`src/sv/assert_macros.svh`:
```
// Assertion macros for RTL; GTG_ASSERT also needs rst_ni, both need clk_i.
`ifndef ASSERT_MACROS_SVH
`define ASSERT_MACROS_SVH
`ifndef ASSERT_OFF
`define GTG_ASSERT(lbl, prop) \
  lbl: assert property (@(posedge clk_i) disable iff (!rst_ni) prop) \
    else $error("assertion failed");
`define GTG_ASSERT_ALWAYS(lbl, prop) \
  lbl: assert property (@(posedge clk_i) prop) else $error("assertion failed");
`else
`define GTG_ASSERT(lbl, prop)
`define GTG_ASSERT_ALWAYS(lbl, prop)
`endif
`endif

```
`src/sv/gtg_ram.sv`:
```
module gtg_ram #(
  parameter int WIDTH = 8,
  parameter int DEPTH = 16
) (
  input  logic                                         clk_i,
  input  logic                                         we_i,
  input  logic [((DEPTH > 1) ? $clog2(DEPTH) : 1)-1:0] waddr_i,
  input  logic [WIDTH-1:0]                             wdata_i,
  input  logic [((DEPTH > 1) ? $clog2(DEPTH) : 1)-1:0] raddr_i,
  output logic [WIDTH-1:0]                             rdata_o
);
  logic [WIDTH-1:0] mem_q [DEPTH];
  logic [WIDTH-1:0] rdata_q;

  always_ff @(posedge clk_i) begin
    if (we_i) begin
      mem_q[waddr_i] <= wdata_i;
    end
    rdata_q <= mem_q[raddr_i];
  end

  assign rdata_o = rdata_q;
endmodule

```
`config.mk`:
```
export PLATFORM = sky130hd
export DESIGN_NAME = gtg_ram
export DESIGN_NICKNAME = d
export VERILOG_FILES = /design/src/sv/assert_macros.svh /design/src/sv/gtg_ram.sv
export SDC_FILE = /design/constraint.sdc
export NUM_CORES = 1
export LEC_CHECK = 0
export BUFFER_PORTS_ARGS = -buffer_cell sky130_fd_sc_hd__clkbuf_2
export CAP_MARGIN = 0
export CORE_MARGIN = 4
export CORE_UTILIZATION = 37
export CTS_BUF_LIST = sky130_fd_sc_hd__clkbuf_2 sky130_fd_sc_hd__clkbuf_4 sky130_fd_sc_hd__clkbuf_8
export DETAILED_ROUTE_END_ITERATION = 6
export PLACE_DENSITY = 0.5
export SYNTH_ARGS = -nofsm -noshare
export SYNTH_HDL_FRONTEND = slang
export SYNTH_SLANG_ARGS = --single-unit
```
`constraint.sdc`:
```
create_clock -name clk_i -period 2.2 [get_ports clk_i]
set_input_delay 0.44 -clock clk_i [delete_from_list [all_inputs] [get_ports clk_i]]
set_output_delay 0.44 -clock clk_i [all_outputs]
set_load 0.02 [all_outputs]
```
# After elaboration in Yosys (flattened, before gate mapping)
# Memories as Yosys holds them, arrays and structs flattened. A register that Yosys moved wholly into a read port is not among the register bits.
# Cells that the tools add are included.
# word_totals
romBits	0
in_bits	18
mem_count	1
word_cells	3
ramBits	128
ff_bits	0
latchBits	0
out_inout_bits	8
# classes
n_shift	0
n_div	0
mux	2
order_cmp	0
bitwise	0
eq_ne	0
addsub	0
n_mul	0
n_reduce_logical	0
# memory_table
memory	depth	width	read_ports	rd_clocked_by_memory_dff	write_ports	line	rtl
mem_q	16	8	1	1	1	gtg_ram.sv:12	logic [WIDTH-1:0] mem_q [DEPTH];
# ops
operator	n
1-bit two-way mux	2

# Longest topological paths before layout
# Gate-level depths: netlist of the first run.
# depth
ltp_word	2
mapped_depth	5
depth_no_buf	3

# Worst setup path after synthesis of the first run
# OpenSTA, ideal clock, no wires.
# synth_timing
path_type	input to register
start	in waddr_i[2] (netlist bit)
end	mem mem_q[0][0] (enable)
path_buffers	0
setup_ps	383
t_required_ps	1817
cell_stages	2
arrival_ps	1550
slack_ps	267
path_cell_list	or3b_2 nor3_1
# synth_rtl
item	line	rtl
start, declared	gtg_ram.sv:7	input logic [((DEPTH > 1) ? $clog2(DEPTH) : 1)-1:0] waddr_i,
end, declared	gtg_ram.sv:12	
# Straight into the memory's write port.

==> out/metrics.csv, run 1 <==
stage,metric,value,unit
run_status,status,"finished, final reports clean",
min_path,hp-class,in2reg,
logic_synthesis,synth.area.top_cells,"edfxtp_1 (75%), mux4_2 (7.9%), mux4_1 (7.1%)",
grt,grt_start_max_net_pins,33,
timing,maxSlewViolCount,0,
logic_synthesis,synth_seq_cells,136,
pwr,switching_power,1.09,mW
critical_path,r2r_cells,3,
pwr,intPower,4.33,mW
clock_network,post-cts-setup-buffer-count,0,
pwr,pwr-share-comb,5.3,%
timing,fmax,666,MHz
placed_design,place_hpwl,6690,um
route,num_vias,2411,
layout,num_antenna_cells,0,
timing,worst_pin_slew,0.469,ns
clock_network,clk_pin_slew_worst_paths,0.07,ns
clock_network,htree_levels,4,
critical_path,regToRegSetupSlack,0.86,ns
layout,final_cells,473,
logic_synthesis,syn_nets,247,
clock_network,cts-root-buf,clkbuf_8,
placed_design,place_inst,441,
clock_network,clk_latency,0.42,ns
logic_synthesis,synth-main-ff-cell,edfxtp_1,
timing,fin_skew,0.00697,ns
pwr,ir_drop,0.430,mV
route,drc_errors,0,
critical_path,crit_required,2.51,ns
pwr,power_frac_seq,53.7,%
clock_network,numCtsBuffers,17,
logic_synthesis,syn_avg_cell_area,22.5,um^2
floorplanning,io_pins,26,
critical_path,path_max_fanout,9,
route,avgViaCountPerCell,5.10,
grt,grt_pass1_wl,16400,um
route,wirelength,10700,um
route,firstDrtPassIters,4,
clock_network,cts.sink_count,136,
critical_path,r2r_start,mem_q[2][5],
pwr,cellPowerDensity,901,nW/um^2
route,drt_iter0_markers,226,
floorplanning,die_area,15900,um^2
clock_network,cts_resized,0,
pwr,swShare,20.1,%
floorplanning,start_util,38.3,%
logic_synthesis,syn_area,5150,um^2
grt,grt_pass1_vias,2602,
pwr,p_total,5.43,mW
placed_design,globalplace.congestion,0.724,
grt,grt_antenna_before_repair,0,
layout,drive_above_1_share,32.7,%
placed_design,port_buffers,25,
critical_path,end_kind,flop,
timing,rsz0062_at_grt,false,
job,drv_cap,0,
logic_synthesis,yosys_warnings,0,
route,ant_nets,0,
clock_network,clockBufferDepth,2,
logic_synthesis,synth_top_area_share,74.7,%
clock_network,cts_hold_buf,0,
critical_path,startpoint,raddr_i[0],
grt,overflow,0,
pwr,clkPwrFrac,40.9,%
floorplanning,die_h,126,um
logic_synthesis,synthMostInstantiatedCell,edfxtp_1,
route,wire_per_inst,22.6,um
critical_path,critPathKind,in2reg,
layout,area.growth.synth_to_final,17.0,%
timing,totalNegativeSetupSlack,0,ns
critical_path,endpoint,rdata_o[1],
timing,fin_crit_sh,68.2,%
timing,finalHoldWorstSlack,0.438,ns
logic_synthesis,netlist_top_cells_count,"edfxtp_1 (128), mux4_2 (18), a22oi_1 (16), mux4_1 (14), nor2_1 (13)",
critical_path,start_kind,primary input,
grt,gr-usage-all-layers,14.5,%
critical_path,r2r_end,rdata_o[5],
timing,fin_crit,1.50,ns
floorplanning,rows,42,
logic_synthesis,ys_types,19,
logic_synthesis,yosysSeqAreaShare,77.8,%
logic_synthesis,synth_edf_count,128,
timing,hold_viol,0,
logic_synthesis,synth_top_cell_by_area,edfxtp_1,
logic_synthesis,async_flop_share,0,%
logic_synthesis,syn_inst,229,
clock_network,cts_tree,yes,
floorplanning,core-area,13500,um^2
floorplanning,die_w,126,um
timing,slew_headroom,68.7,%
critical_path,worstPathArrival,1.81,ns
timing,setup_viol,0,
pwr,power_leakage,2.04,nW
layout,layout.nets,302,
==> power by group through the flow <==
stage	Sequential (mW)	Clock, mW	Combinational [mW]
after floorplan	2.98	0	0.147
after global placement	2.97	0	0.296
after detailed placement	2.97	0	0.299
after CTS	2.91	2.27	0.300
after global routing	2.92	2.41	0.319
final	2.91	2.22	0.290
==> kinds of logic (layout without fill, tap and decap cells) <==
| group | Yosys count | in the layout | synth area share, % |
|---|---|---|---|
| flip-flops | 136 | 136 | 77.8 |
| AND/OR/NAND/NOR | 35 | 35 | 3.18 |
| multiplexers | 32 | 32 | 15.0 |
| AO/OA/AOI/OAI | 16 | 16 | 2.33 |
| buffers and inverters | 10 | 78 | 1.68 |
==> per-stage QoR <==
step	instance area [um^2]	setup slack [ns]	utilization, %
4_1_cts	6020	0.689	44.8
3_3_place_gp	5590	0.221	41.5
6_report	6020	0.699	44.8
3_5_place_dp	5590	0.237	41.5
5_1_grt	6020	0.607	44.8
2_1_floorplan	5150	0.267	-
==> state kept, by name, indices dropped and copies added, names as in the netlist <==
signal	count
rdata_o	8
mem_q	128
==> area by class of cell <==
cell class	count	area (um^2)
Fill cell	1191	7430
Tap cell	176	220
Clock inverter	9	148
Sequential cell	136	4000
Clock buffer	23	285
Timing Repair Buffer	46	308
Multi-Input combinational cell	83	1060
==> critical path, stage by stage <==
cell and delay [ns]:
clkbuf_2 0.18, buf_4 0.25, mux4_1 0.60, a22oi_1 0.24
nand2_1 0.09
==> worst min-delay path by stage <==
stage	slack [ns]	start	end	cells after the start
2_1_floorplan	0.54	wdata_i[0]	mem_q[0][0]	0
4_1_cts	0.42	wdata_i[5]	mem_q[12][5]	1
3_5_place_dp	0.66	mem_q[8][4]	rdata_o[4]	3
5_1_grt	0.44	wdata_i[4]	mem_q[4][4]	1
6_report	0.44	wdata_i[5]	mem_q[12][5]	1
3_3_place_gp	0.65	mem_q[8][1]	rdata_o[1]	3
==> placed cells by master, fill, tap and decap left out <==
cell type / count
dfxtp_1: 8
nand2_1: 9
clkbuf_8: 18
nor2_1: 13
mux4_2: 18
a22oi_1: 16
clkinvlp_4: 1
bufinv_16: 4
buf_12: 2
clkbuf_2: 25
nor2b_1: 1
clkbuf_4: 5
mux4_1: 14
edfxtp_1: 128
and2_1: 1
nand2b_1: 2
or3b_2: 1
nand3_1: 1
buf_4: 19
nand3b_1: 2
and2b_1: 1
nor3_1: 4
clkinv_2: 4
==> routing by layer <==
metal	vias up	track usage, %	wire, um
li1	1083	-	-
met1	1278	20.8	5070
met2	44	21.6	5150
met3	6	4.49	413
met4	0	4.16	77
met5	-	0	0
Note: power is estimated with default switching activity, not from simulation.
==> inputs of run 2 (changes only) <==
Settings changed: PLACE_DENSITY 0.5 to 0.52.
Clock period 2.2 ns to 1.34 ns, I/O delays scaled along.
==> out/metrics.csv, run 2 (synthesis results as in run 1) <==
stage,metric,value,unit
run_status,status,"finished, final reports clean",
pwr,swShare,20.6,%
placed_design,place_hpwl,6840,um
grt,overflow,0,
pwr,power_leakage,2.12,nW
layout,final_cells,489,
floorplanning,die_area,15900,um^2
layout,num_antenna_cells,0,
critical_path,regToRegSetupSlack,0.07,ns
clock_network,cts_hold_buf,0,
pwr,power_frac_seq,52.4,%
pwr,pwr-share-comb,5.8,%
timing,slew_headroom,43.1,%
layout,layout_common_cells,"edfxtp_1 (128), buf_4 (32), mux4_2 (25), clkbuf_2 (25), clkbuf_8 (17)",
timing,setup_viol,0,
pwr,clkPwrFrac,41.8,%
grt,grt_pass1_vias,2550,
layout,area.growth.synth_to_final,21.2,%
layout,final_area,6240,um^2
clock_network,numCtsBuffers,17,
critical_path,path_max_fanout,1,
pwr,intPower,7.24,mW
layout,largest_register_ffs,128,
route,ant_nets,0,
layout,ff_latch_area,4000,um^2
timing,worst_pin_slew,0.851,ns
layout,layout.nets,318,
timing,fin_crit_sh,95.1,%
route,drc_errors,0,
placed_design,dpl-instance-area,5760,um^2
floorplanning,core-area,13500,um^2
timing,fin_skew,0.00896,ns
floorplanning,io_pins,26,
job,drv_cap,0,
clock_network,cts.sink_count,136,
layout,final_common_cell,edfxtp_1,
layout,top_register,mem_q,
critical_path,startpoint,mem_q[2][3],
critical_path,crit_required,1.66,ns
layout,fillers,1163,
clock_network,clk_latency,0.42,ns
route,num_vias,2456,
critical_path,start_kind,flop,
clock_network,cts-root-buf,clkbuf_8,
grt,grt_start_max_net_pins,19,
route,drt_iter0_markers,171,
floorplanning,start_util,38.3,%
layout,multi_input_area,1090,um^2
critical_path,end_kind,flop,
timing,hold_viol,0,
floorplanning,die_h,126,um
min_path,hp-start,wdata_i[5],
placed_design,port_buffers,25,
timing,rsz0062_at_grt,false,
layout,drive_above_1_share,41.9,%
clock_network,cts_tree,yes,
route,wirelength,10000,um
grt,grt_pass1_wl,15300,um
critical_path,r2r_start,mem_q[2][3],
critical_path,worstPathArrival,1.59,ns
timing,maxSlewViolCount,0,
timing,fin_crit,1.27,ns
floorplanning,rows,42,
placed_design,globalplace.congestion,0.715,
floorplanning,die_w,126,um
min_path,hp-class,in2reg,
critical_path,r2r_cells,3,
critical_path,critPathKind,reg2reg,
clock_network,clockBufferDepth,2,
pwr,ir_drop,0.545,mV
clock_network,htree_levels,4,
placed_design,place_inst,457,
grt,grt_antenna_before_repair,0,
clock_network,clk_pin_slew_worst_paths,0.08,ns
route,firstDrtPassIters,4,
route,avgViaCountPerCell,5.02,
timing,fmax,785,MHz
pwr,switching_power,1.88,mW
grt,gr-usage-all-layers,13.3,%
min_path,min_path_cells,1,
pwr,cellPowerDensity,1460,nW/um^2
route,wire_per_inst,20.5,um
[run 2: cell count changes in the layout (fill, tap and decap cells not counted), moves of 4 or more]
cell,previous run,this run
buf_4,19,32
mux4_1,14,7
mux4_2,18,25
a22oi_1,16,12
a22oi_2,0,4
clkbuf_4,5,1
clkinv_4,0,4
nor3_1,4,0
[run 2: worst max-delay path: stages (launching register included)]
cell and delay, ns:
edfxtp_1 0.37, mux4_1 0.51, a22oi_2 0.22, nand2_1 0.08
[run 2: per-stage QoR]
step | setup slack, ns | hold slack, ns | util [%] | setup TNS [ns] | power [mW]
after floorplan | -0.0351 | 0.367 | - | -0.318 | 5.16
after global placement | -0.382 | 0.664 | 42.8 | -7.91 | 5.40
after detailed placement | -0.372 | 0.663 | 42.8 | -9.27 | 5.41
after CTS | 0.000707 | 0.257 | 46.2 | 0 | 9.21
after global routing | 0.00332 | 0.255 | 46.4 | 0 | 9.46
final | 0.0659 | 0.268 | 46.4 | 0 | 9.12
[run 2: final cells by class]
class / count / area share [%]
multi-input combinational: 83 / 17.4
timing repair buffer: 62 / 7.46
clock buffer: 18 / 3.87
clock inverter: 14 / 3.57
sequential: 136 / 64.2
tap: 176 / 3.53
[run 2: routing by layer]
metal  part of all wire (%)  global-route usage [%]
met1                     47                    18.7
met5                      0                       0
met3                    4.0                    3.90
met2                     48                    20.1
met4                   0.99                    4.54
[run 2: path summary, 6_finish.rpt]
kind | to
worst min register to register | rdata_o[6]
worst min-delay path | mem_q[15][5]
worst max register to register | rdata_o[3]
worst max-delay path | rdata_o[3]
[run 2: what timing repair did]
action	4_1_cts	5_1_grt
setup endpoints to repair	0	4
gates resized for setup	0	4
buffers inserted	0	0
[run 2: power by group through the flow]
stage / Clock, mW / Combinational, mW / Sequential [mW]
6_report: 3.81 / 0.526 / 4.78
5_1_grt: 4.10 / 0.571 / 4.79
2_1_floorplan: 0 / 0.264 / 4.90
3_3_place_gp: 0 / 0.523 / 4.88
4_1_cts: 3.89 / 0.529 / 4.78
3_5_place_dp: 0 / 0.528 / 4.88
==> inputs of run 3 (changes only) <==
Settings changed: GPL_TIMING_DRIVEN set to 0.
==> out/metrics.csv, run 3 (synthesis results as in run 1) <==
stage,metric,value,unit
run_status,status,"finished, final reports clean",
clock_network,post-cts-setup-buffer-count,0,
pwr,power_leakage,1.93,nW
layout,ff_latch_area,4000,um^2
timing,rsz0062_at_grt,true,
clock_network,cts-root-buf,clkbuf_8,
critical_path,end_kind,flop,
clock_network,clk_pin_slew_worst_paths,0.07,ns
critical_path,r2r_start,mem_q[6][0],
clock_network,numCtsBuffers,17,
placed_design,globalplace.congestion,0.687,
layout,largest_register_ffs,128,
critical_path,startpoint,waddr_i[0],
layout,multi_input_area,1110,um^2
timing,fin_crit_sh,99.5,%
placed_design,port_buffers,24,
grt,grt_pass1_wl,15700,um
clock_network,htree_levels,4,
critical_path,endpoint,mem_q[10][3],
grt,overflow,0,
timing,fmax,750,MHz
layout,area.growth.synth_to_final,15.5,%
layout,top_register,mem_q,
timing,worst_pin_slew,0.841,ns
route,ant_nets,0,
grt,grt_start_max_net_pins,17,
clock_network,cts_hold_buf,0,
timing,layout_setup_ws,0.00691,ns
critical_path,path_max_fanout,8,
timing,fin_crit,1.33,ns
grt,grt_antenna_before_repair,0,
pwr,ir_drop,0.475,mV
placed_design,place_ws,-0.460,ns
critical_path,crit_required,1.40,ns
critical_path,r2r_end,rdata_o[0],
critical_path,regToRegSetupSlack,0.05,ns
layout,drive_above_1_share,40.7,%
route,num_vias,2325,
floorplanning,start_util,38.3,%
timing,fin_skew,0.00843,ns
layout,num_antenna_cells,0,
grt,gr-usage-all-layers,14.0,%
route,drt_iter0_markers,141,
timing,maxSlewViolCount,0,
pwr,p_total,8.35,mW
grt,grt_pass1_vias,2371,
layout,layout_common_cells,"edfxtp_1 (128), mux4_2 (28), clkbuf_2 (24), clkbuf_8 (22), nor2_2 (10)",
clock_network,clockBufferDepth,2,
floorplanning,io_pins,26,
floorplanning,die_h,126,um
critical_path,critPathKind,in2reg,
floorplanning,die_w,126,um
route,wirelength,10400,um
timing,hold_viol,0,
floorplanning,core-area,13500,um^2
job,drv_cap,0,
route,firstDrtPassIters,4,
clock_network,cts_tree,yes,
layout,final_common_cell,edfxtp_1,
min_path,hp-class,in2reg,
clock_network,cts.sink_count,136,
route,avgViaCountPerCell,5.04,
floorplanning,die_area,15900,um^2
placed_design,place_hpwl,6570,um
clock_network,clk_latency,0.44,ns
timing,setup_viol,0,
critical_path,start_kind,primary input,
route,drc_errors,0,
critical_path,worstPathArrival,1.39,ns
floorplanning,rows,42,
critical_path,r2r_cells,3,
layout,fillers,1222,
pwr,cellPowerDensity,1410,nW/um^2
route,wire_per_inst,22.5,um
timing,slew_headroom,43.7,%
layout,layout.nets,290,
-- run 3: cell count changes in the layout (fill, tap and decap cells not counted), moves of 3 or more --
cell,previous run,this run
a22oi_1,12,9
a22oi_2,4,7
buf_2,0,3
buf_4,32,0
bufinv_16,5,0
clkbuf_4,1,7
clkbuf_8,17,22
clkdlybuf4s25_2,0,3
clkinv_4,4,0
mux4_1,7,4
mux4_2,25,28
nor2_1,10,3
nor2_2,3,10
-- run 3: how the worst min path moves through the flow --
stage	to	start	slack (ns)	depth (start not counted)
2_1_floorplan	mem_q[0][0]	wdata_i[0]	0.37	0
3_3_place_gp	rdata_o[2]	mem_q[11][2]	0.67	3
3_5_place_dp	rdata_o[1]	mem_q[11][1]	0.67	3
4_1_cts	mem_q[10][5]	wdata_i[5]	0.28	1
5_1_grt	mem_q[12][3]	wdata_i[3]	0.29	1
6_report	mem_q[10][5]	wdata_i[5]	0.30	1
-- run 3: critical path: stages --
cell	delay, ns
clkbuf_2	0.19
nand2b_1	0.27
nor2_1	0.65
-- run 3: where the power goes --
part / total, mW / switching (mW) / leakage, nW / internal, mW
clock network: 3.05 / 1.38 / 0.202 / 1.66
registers: 4.78 / 0.0216 / 1.22 / 4.75
logic: 0.531 / 0.318 / 0.500 / 0.213
total: 8.35 / 1.72 / 1.93 / 6.63
-- run 3: final cells by class --
| cell class | count | share of cell area, % |
|---|---|---|
| Timing Repair Buffer | 24 | 2.02 |
| Clock inverter | 3 | 0.253 |
| Buffer | 10 | 2.02 |
| Tap cell | 176 | 3.71 |
| Clock buffer | 29 | 5.98 |
| Multi-Input combinational cell | 83 | 18.7 |
| Sequential cell | 136 | 67.4 |
-- run 3: per-stage QoR --
stage	area [um^2]	std cells	TNS (ns)	hold WS, ns	util (%)
5_1_grt	5940	461	-0.422	0.290	44.2
4_1_cts	5910	461	-0.0163	0.282	43.9
3_5_place_dp	5530	429	-51.71	0.675	41.1
3_3_place_gp	5530	429	-49.54	0.668	41.1
6_report	5940	461	0	0.296	44.2
2_1_floorplan	5190	229	-0.318	0.367	-
-- run 3: metal layers --
metal / wire length (um) / GRT usage [%] / vias to the layer above
li1: - / - / 1045
met1: 4850 / 20.4 / 1203
met2: 4840 / 19.8 / 65
met3: 508 / 3.94 / 12
met4: 164 / 5.87 / 0
met5: 0 / 0 / -
-- run 3: repair_timing --
action / CTS / global route
resized for setup: 5 / 12
endpoints found under the setup margin: 3 / 68
gates cloned: 0 / 0
pin swaps: 3 / 2
